$ cat src/rtl/core/oqrk_pkg.sv
package oqrk_pkg;

  // Queue geometry
  localparam int QUEUE_DEPTH   = 16;
  localparam int TOKEN_BITS    = 16;
  // Width of the token fields on the ports
  localparam int TOKEN_FIELD_W = 16;
  // Bits actually kept per entry
  localparam int STORE_W = (TOKEN_BITS < TOKEN_FIELD_W) ? TOKEN_BITS : TOKEN_FIELD_W;
  localparam int IDX_W   = $clog2(QUEUE_DEPTH);
  localparam int CNT_W   = $clog2(QUEUE_DEPTH + 1);

  typedef enum logic [1:0] {
    OP_APPEND     = 2'd0,
    OP_REMOVE     = 2'd1,
    OP_DUMP_FRONT = 2'd2,
    OP_DUMP_BACK  = 2'd3
  } op_t;

  typedef enum logic [1:0] {
    ST_OK        = 2'd0,
    ST_EMPTY     = 2'd1,
    ST_NOT_FOUND = 2'd2,
    ST_FULL      = 2'd3
  } status_t;

  typedef enum logic [2:0] {
    S_IDLE,
    S_SEARCH,
    S_SHIFT,
    S_DUMP,
    S_RESP
  } state_t;

endpackage

$ cat src/rtl/core/oqrk_ram.sv
module oqrk_ram #(
  parameter int WIDTH = 16,
  parameter int DEPTH = 16
) (
  input  logic                     clk,
  input  logic                     we,
  input  logic [$clog2(DEPTH)-1:0] waddr,
  input  logic [WIDTH-1:0]         wdata,
  input  logic                     re,
  input  logic [$clog2(DEPTH)-1:0] raddr,
  output logic [WIDTH-1:0]         rdata
);

  logic [WIDTH-1:0] mem [DEPTH];

  always_ff @(posedge clk) begin
    if (we) begin
      mem[waddr] <= wdata;
    end
    // read data holds while re is low
    if (re) begin
      rdata <= mem[raddr];
    end
  end

endmodule

$ cat src/rtl/core/ordered_queue_remove_by_key.sv
// Ordered token queue with remove by key. One operation per input transfer
// (s_axis_tuser): append, remove the entry nearest the front equal to the
// token, dump front to back, or dump back to front. Items are handled one
// at a time; s_axis_tready is high only while the block is idle, but a new
// item is taken while the previous result still sits in the output
// register. Remove makes one pass through the entry RAM: it reads one entry
// per cycle, compares it, and after the match writes each later entry one
// place forward. A dump of N entries gives N result transfers at one per
// cycle while the output is not stalled, with m_axis_tlast on the final one;
// an empty queue gives a single result with status empty. Output stalls
// hold the sequencer. The store needs no clearing after reset: only the
// first count entries are ever read.
module ordered_queue_remove_by_key (
  input  logic                                clk,
  input  logic                                rst,
  input  logic                                s_axis_tvalid,
  output logic                                s_axis_tready,
  // [15:0] token_value
  input  logic [oqrk_pkg::TOKEN_FIELD_W-1:0]  s_axis_tdata,
  // [1:0] operation
  input  logic [1:0]                          s_axis_tuser,
  output logic                                m_axis_tvalid,
  input  logic                                m_axis_tready,
  // [15:0] token_out
  output logic [oqrk_pkg::TOKEN_FIELD_W-1:0]  m_axis_tdata,
  // [1:0] status
  output logic [1:0]                          m_axis_tuser,
  output logic                                m_axis_tlast
);

  import oqrk_pkg::*;

  state_t             state, state_next;
  logic [CNT_W-1:0]   count, count_next;
  logic [IDX_W-1:0]   ptr, ptr_next;
  logic               back, back_next;   // dump direction
  logic [STORE_W-1:0] tok, tok_next;
  status_t            status_q, status_next;

  // output register
  logic               out_valid, out_valid_next;
  logic [STORE_W-1:0] out_tok;
  status_t            out_status;
  logic               out_last;

  logic               out_load;
  logic [STORE_W-1:0] load_tok;
  status_t            load_status;
  logic               load_last;

  // RAM port
  logic               ram_we, ram_re;
  logic [IDX_W-1:0]   ram_waddr, ram_raddr;
  logic [STORE_W-1:0] ram_wdata, ram_rdata;

  logic               in_fire, out_free, is_full, is_empty, at_last, match;
  logic [IDX_W-1:0]   last_idx, dump_end;
  op_t                op;

  assign op       = op_t'(s_axis_tuser);
  assign in_fire  = s_axis_tvalid && s_axis_tready;
  assign out_free = !out_valid || m_axis_tready;
  assign is_full  = (count == CNT_W'(QUEUE_DEPTH));
  assign is_empty = (count == '0);
  // only meaningful while the queue is not empty
  assign last_idx = IDX_W'(count - CNT_W'(1));
  assign at_last  = (ptr == last_idx);
  assign match    = (ram_rdata == tok);
  assign dump_end = back ? '0 : last_idx;

  assign s_axis_tready = (state == S_IDLE);

  oqrk_ram #(
    .WIDTH (STORE_W),
    .DEPTH (QUEUE_DEPTH)
  ) u_ram (
    .clk   (clk),
    .we    (ram_we),
    .waddr (ram_waddr),
    .wdata (ram_wdata),
    .re    (ram_re),
    .raddr (ram_raddr),
    .rdata (ram_rdata)
  );

  always_comb begin
    state_next  = state;
    count_next  = count;
    ptr_next    = ptr;
    back_next   = back;
    tok_next    = tok;
    status_next = status_q;
    ram_we      = 1'b0;
    ram_waddr   = '0;
    ram_wdata   = '0;
    ram_re      = 1'b0;
    ram_raddr   = '0;
    out_load    = 1'b0;
    load_tok    = '0;
    load_status = ST_OK;
    load_last   = 1'b1;

    unique case (state)
      S_IDLE: begin
        if (in_fire) begin
          tok_next  = s_axis_tdata[STORE_W-1:0];
          back_next = (op == OP_DUMP_BACK);
          unique case (op)
            OP_APPEND: begin
              if (is_full) begin
                status_next = ST_FULL;
              end else begin
                ram_we      = 1'b1;
                ram_waddr   = IDX_W'(count);
                ram_wdata   = s_axis_tdata[STORE_W-1:0];
                count_next  = count + CNT_W'(1);
                status_next = ST_OK;
              end
              state_next = S_RESP;
            end
            OP_REMOVE: begin
              if (is_empty) begin
                status_next = ST_EMPTY;
                state_next  = S_RESP;
              end else begin
                ram_re     = 1'b1;
                ram_raddr  = '0;
                ptr_next   = '0;
                state_next = S_SEARCH;
              end
            end
            OP_DUMP_FRONT, OP_DUMP_BACK: begin
              if (is_empty) begin
                status_next = ST_EMPTY;
                state_next  = S_RESP;
              end else begin
                ram_re     = 1'b1;
                ram_raddr  = (op == OP_DUMP_BACK) ? last_idx : '0;
                ptr_next   = ram_raddr;
                state_next = S_DUMP;
              end
            end
            default: state_next = S_IDLE;
          endcase
        end
      end

      // rdata holds entry ptr; the next entry is fetched alongside
      S_SEARCH: begin
        if (at_last) begin
          if (match) begin
            count_next  = count - CNT_W'(1);
            status_next = ST_OK;
          end else begin
            status_next = ST_NOT_FOUND;
          end
          state_next = S_RESP;
        end else begin
          ram_re    = 1'b1;
          ram_raddr = ptr + IDX_W'(1);
          ptr_next  = ram_raddr;
          if (match) begin
            state_next = S_SHIFT;
          end
        end
      end

      // move entry ptr one place forward; writes stay behind the reads
      S_SHIFT: begin
        ram_we    = 1'b1;
        ram_waddr = ptr - IDX_W'(1);
        ram_wdata = ram_rdata;
        if (at_last) begin
          count_next  = count - CNT_W'(1);
          status_next = ST_OK;
          state_next  = S_RESP;
        end else begin
          ram_re    = 1'b1;
          ram_raddr = ptr + IDX_W'(1);
          ptr_next  = ram_raddr;
        end
      end

      S_DUMP: begin
        if (out_free) begin
          out_load    = 1'b1;
          load_tok    = ram_rdata;
          load_status = ST_OK;
          load_last   = (ptr == dump_end);
          if (ptr == dump_end) begin
            state_next = S_IDLE;
          end else begin
            ram_re     = 1'b1;
            ram_raddr  = back ? (ptr - IDX_W'(1)) : (ptr + IDX_W'(1));
            ptr_next   = ram_raddr;
          end
        end
      end

      S_RESP: begin
        if (out_free) begin
          out_load    = 1'b1;
          load_status = status_q;
          state_next  = S_IDLE;
        end
      end

      default: state_next = S_IDLE;
    endcase
  end

  assign out_valid_next = out_load || (out_valid && !m_axis_tready);

  always_ff @(posedge clk) begin
    if (rst) begin
      state     <= S_IDLE;
      count     <= '0;
      out_valid <= 1'b0;
    end else begin
      state     <= state_next;
      count     <= count_next;
      out_valid <= out_valid_next;
    end
  end

  always_ff @(posedge clk) begin
    ptr      <= ptr_next;
    back     <= back_next;
    tok      <= tok_next;
    status_q <= status_next;
    if (out_load) begin
      out_tok    <= load_tok;
      out_status <= load_status;
      out_last   <= load_last;
    end
  end

  assign m_axis_tvalid = out_valid;
  assign m_axis_tdata  = TOKEN_FIELD_W'(out_tok);
  assign m_axis_tuser  = out_status;
  assign m_axis_tlast  = out_last;

endmodule

$ cat config.mk
export PLATFORM = sky130hd
export DESIGN_NAME = ordered_queue_remove_by_key
export DESIGN_NICKNAME = d
export VERILOG_FILES = /design/src/rtl/core/oqrk_pkg.sv /design/src/rtl/core/oqrk_ram.sv /design/src/rtl/core/ordered_queue_remove_by_key.sv
export SDC_FILE = /design/constraint.sdc
export NUM_CORES = 1
export LEC_CHECK = 0
export BUFFER_PORTS_ARGS = -buffer_cell sky130_fd_sc_hd__buf_2
export CORE_ASPECT_RATIO = 0.5
export CORE_MARGIN = 2
export CORE_UTILIZATION = 35
export CTS_CLUSTER_DIAMETER = 80
export CTS_CLUSTER_SIZE = 10
export DETAILED_ROUTE_END_ITERATION = 10
export SLEW_MARGIN = 10
export SYNTH_ARGS = -nofsm -noshare
export SYNTH_HDL_FRONTEND = slang
export SYNTH_HIERARCHICAL = 1
export SYNTH_SLANG_ARGS = --single-unit
$ cat constraint.sdc
create_clock -name clk -period 12.1 [get_ports clk]
set_input_delay 1.815 -clock clk [delete_from_list [all_inputs] [get_ports clk]]
set_output_delay 1.815 -clock clk [all_outputs]
set_load 0.05 [all_outputs]
==> reports/metrics.csv <==
stage,metric,value,unit
synth,synth_top_family_by_area,multiplexers,
drt,first_pass_iters,5,
setup_path,path_max_fanout,48,
global_routing,busiest_layer,met2,
synth,synth_compound_gate_area_share,4.853,%
sta,tightest_slew,1.232,ns
drt,drt_iter0_markers,614,
setup_path,reg2reg_depth,12,
global_routing,use_met1,20.87,%
drt,detail_route.wl_per_cell,23.59,microns
sta,period_share,42.82,%
sta,period_needed,5.182,ns
floorplanning,coreArea,0.03722,sq mm
synth,ys_types,56,
sta,hold_viol,0,
sta,fmax,193.0,MHz
place,gp_congestion,0.8553,
floorplanning,io_pins,43,
clock_network,ctsResizeCount,0,
synth,synthSimpleGateAreaFrac,5.794,%
clock_network,cts_setup_buffers,0,
final_layout,layout_common_cells,"edfxtp_1, mux4_2, buf_2",
global_routing,grt_pass1_vias,6910,
synth,yosys-mux-area-fraction,11.88,%
clock_network,htree_levels,2,
setup_path,worstReg2RegStart,count[0]$_SDFFE_PP0P_,
synth,synth_edf_count,314,
synth,synth_xor_area_share,2.203,%
final_layout,fin_nets,793,
clock_network,cts-root-buf,clkbuf_16,
drt,drc,0,
global_routing,grt.overflow.total,0,
setup_path,critPathKind,reg -> reg,
place,dp_hpwl,17650,microns
power_and_ir_drop,peakVddDrop,0.1103,mV
floorplanning,dieArea,0.03930,sq mm
floorplanning,die_w,278.4,microns
power_and_ir_drop,leakagePower,4.931,nW
setup_path,startpoint_type,register,
floorplanning,row_count,50,
synth,netlist_instances,707,
synth,postSynthAreaPerCell,18.63,sq um
drt,routed_wl,29910,microns
worst_hold_path,hp-start,count[4]$_SDFFE_PP0P_,
global_routing,antenna_found_initial,0,
floorplanning,start_util,35.39,%
synth,yosys_most_used_dff,edfxtp_1,
global_routing,grt_pass1_wl,43640,microns
global_routing,gr-usage-all-layers,15.20,%
setup_path,ff2ff_setup_slack,6.92,ns
setup_path,crit_arrival,5.45,ns
sta,skew,0.008749,ns
synth,seq_area_frac_synth,72.94,%
worst_hold_path,whs_path_depth,2,
sta,tns,0,ns
clock_network,clock_sinks,323,
clock_network,cts_buffers,38,
worst_hold_path,worstHoldPathType,reg -> reg,
final_layout,antennaDiodeCount,0,
synth,synth_area,0.01317,sq mm
clock_network,clockBufferDepth,3,
synth,synthAdderAreaFrac,0.3799,%
clock_network,clkLatencyLatePin,0.54,ns
final_layout,drive_gt1_share,24.29,%
clock_network,clkTransAtPathRegs,0.06,ns
drt,vias,6820,
power_and_ir_drop,power,3.484,mW
final_layout,syn_to_final_growth,14.08,%
setup_path,timing.rr.end,u_ram/rdata[10]$_DFFE_PP_,
global_routing,use_met3,2.502,%
sta,drv_slew,0,
drt,via_per_inst,5.379,
sta,rsz0062_at_grt,no,
floorplanning,dieHeight,141.2,microns
sta,setup_viol_count_final,0,
global_routing,grt_max_degree,65,
job,max_cap_viol_count,0,
drt,ant_nets,0,
setup_path,end_kind,register,
synth,syn-num-nets,733,
final_layout,final_common_cell,edfxtp_1,
synth,synth_warnings,6,
status,outcome,finished clean,
power_and_ir_drop,cellPowerDensity,231.8,mW/mm^2
global_routing,met2_usage,25.04,%
clock_network,cts_hold_buffers,0,
synth,async_flop_share,0,%
place,portBuffers,42,
worst_hold_path,min_to,count[4]$_SDFFE_PP0P_,
synth,ys_ff_latch,323,
setup_path,required,12.37,ns
clock_network,cts_tree,built,
sta,maxSlewHeadroom,17.75,%
==> worst max-delay path, stage by stage, from the launching register on <==
cell	delay (ns)
dfxtp_1	0.67
inv_1	0.10
ha_1	0.41
xor2_1	0.21
a21oi_1	0.16
nor3_1	0.12
a21boi_0	0.39
nor2_1	0.18
o22ai_4	0.70
buf_4	0.84
mux4_2	0.61
a22oi_1	0.35
nand2_1	0.08
==> worst max path at each step <==
stage / from / end / slack [ns] / cells after the start
4_1_cts: count[0]$_SDFFE_PP0P_ / u_ram/rdata[10]$_DFFE_PP_ / 6.82 / 12
3_5_place_dp: m_axis_tready / u_ram/rdata[10]$_DFFE_PP_ / 6.41 / 10
6_report: count[0]$_SDFFE_PP0P_ / u_ram/rdata[10]$_DFFE_PP_ / 6.92 / 12
3_3_place_gp: m_axis_tready / u_ram/rdata[10]$_DFFE_PP_ / 6.42 / 10
5_1_grt: count[0]$_SDFFE_PP0P_ / u_ram/rdata[10]$_DFFE_PP_ / 6.51 / 12
2_1_floorplan: s_axis_tuser[1] / u_ram/mem[0][0]$_DFFE_PP_ / 7.22 / 7
==> state kept, by name, indices dropped and copies added, names as in the netlist <==
signal and flops:
u_ram/rdata 16, state 3, tok 16, m_axis_tuser 2, u_ram/mem 256, ptr 4
back 1, m_axis_tdata 16, count 5, m_axis_tvalid 1, status_q 2, m_axis_tlast 1
==> cell usage after synthesis, types with 4 or more instances <==
| cell type | count | area (sq um) |
|---|---|---|
| xor2_1 | 21 | 183.9 |
| nor4_1 | 4 | 25.02 |
| clkbuf_1 | 20 | 75.07 |
| nand2_1 | 36 | 135.1 |
| a22o_1 | 16 | 140.1 |
| xnor2_1 | 7 | 61.31 |
| nor2b_1 | 10 | 62.56 |
| buf_6 | 6 | 67.56 |
| dfxtp_1 | 9 | 180.2 |
| a21oi_1 | 9 | 45.04 |
| edfxtp_1 | 314 | 9429 |
| a22oi_1 | 32 | 240.2 |
| nand3b_1 | 6 | 45.04 |
| ha_1 | 4 | 50.05 |
| buf_1 | 4 | 15.01 |
| o21ai_0 | 10 | 50.05 |
| nand3_1 | 6 | 30.03 |
| nor3_1 | 7 | 35.03 |
| buf_4 | 6 | 45.04 |
| buf_2 | 4 | 20.02 |
| inv_1 | 9 | 33.78 |
| mux4_1 | 10 | 262.8 |
| nand2b_1 | 7 | 43.79 |
| and3_1 | 16 | 100.1 |
| mux4_2 | 54 | 1216 |
| nor2_1 | 33 | 123.9 |
==> per-layer routing <==
layer / part of all wire, % / up-vias / routed length (microns)
met1: 44 / 3623 / 13140
met5: 0 / - / 0
met4: 1.8 / 0 / 535
met3: 5.2 / 40 / 1569
met2: 49 / 188 / 14670
li1: - / 2969 / -
==> through the flow <==
step	setup WS [ns]	hold WS [ns]	util (%)	instance area [sq um]	cells
floorplan	7.218	0.5351	-	13170	707
global placement	6.424	0.5483	37.59	13990	1221
detailed placement	6.405	0.5696	37.59	13990	1221
CTS	6.817	0.5821	40.37	15030	1268
global route	6.507	0.6470	40.37	15030	1268
finish	6.918	0.5770	40.37	15030	1268
==> final cells by class <==
class | instances | area, sq um
clock buffers | 43 | 969.7
clock inverters | 4 | 67.56
fillers | 3251 | 22200
inverters | 9 | 33.78
multi-input cells | 335 | 3385
flip-flops and latches | 323 | 9609
well taps | 494 | 618.1
repair buffers | 60 | 345.3
==> report_power, final <==
part	switching (mW)	leakage [nW]	total, mW	internal (mW)
Combinational	0.595	1.44	0.960	0.365
Clock	0.421	0.504	0.989	0.568
Sequential	0.0983	2.98	1.53	1.44
==> cell families (layout without fill, tap and decap cells) <==
| logic type | after synthesis | count (layout) |
|---|---|---|
| and+or+nand+nor | 143 | 143 |
| buffers and inverters | 49 | 116 |
| DFF | 323 | 323 |
| AOI/OAI and AO/OA | 86 | 86 |
| muxes | 72 | 72 |
| xor gates and xnor gates | 30 | 30 |
| adders and majority gates | 4 | 4 |
Note: power is estimated with default switching activity, not from simulation.
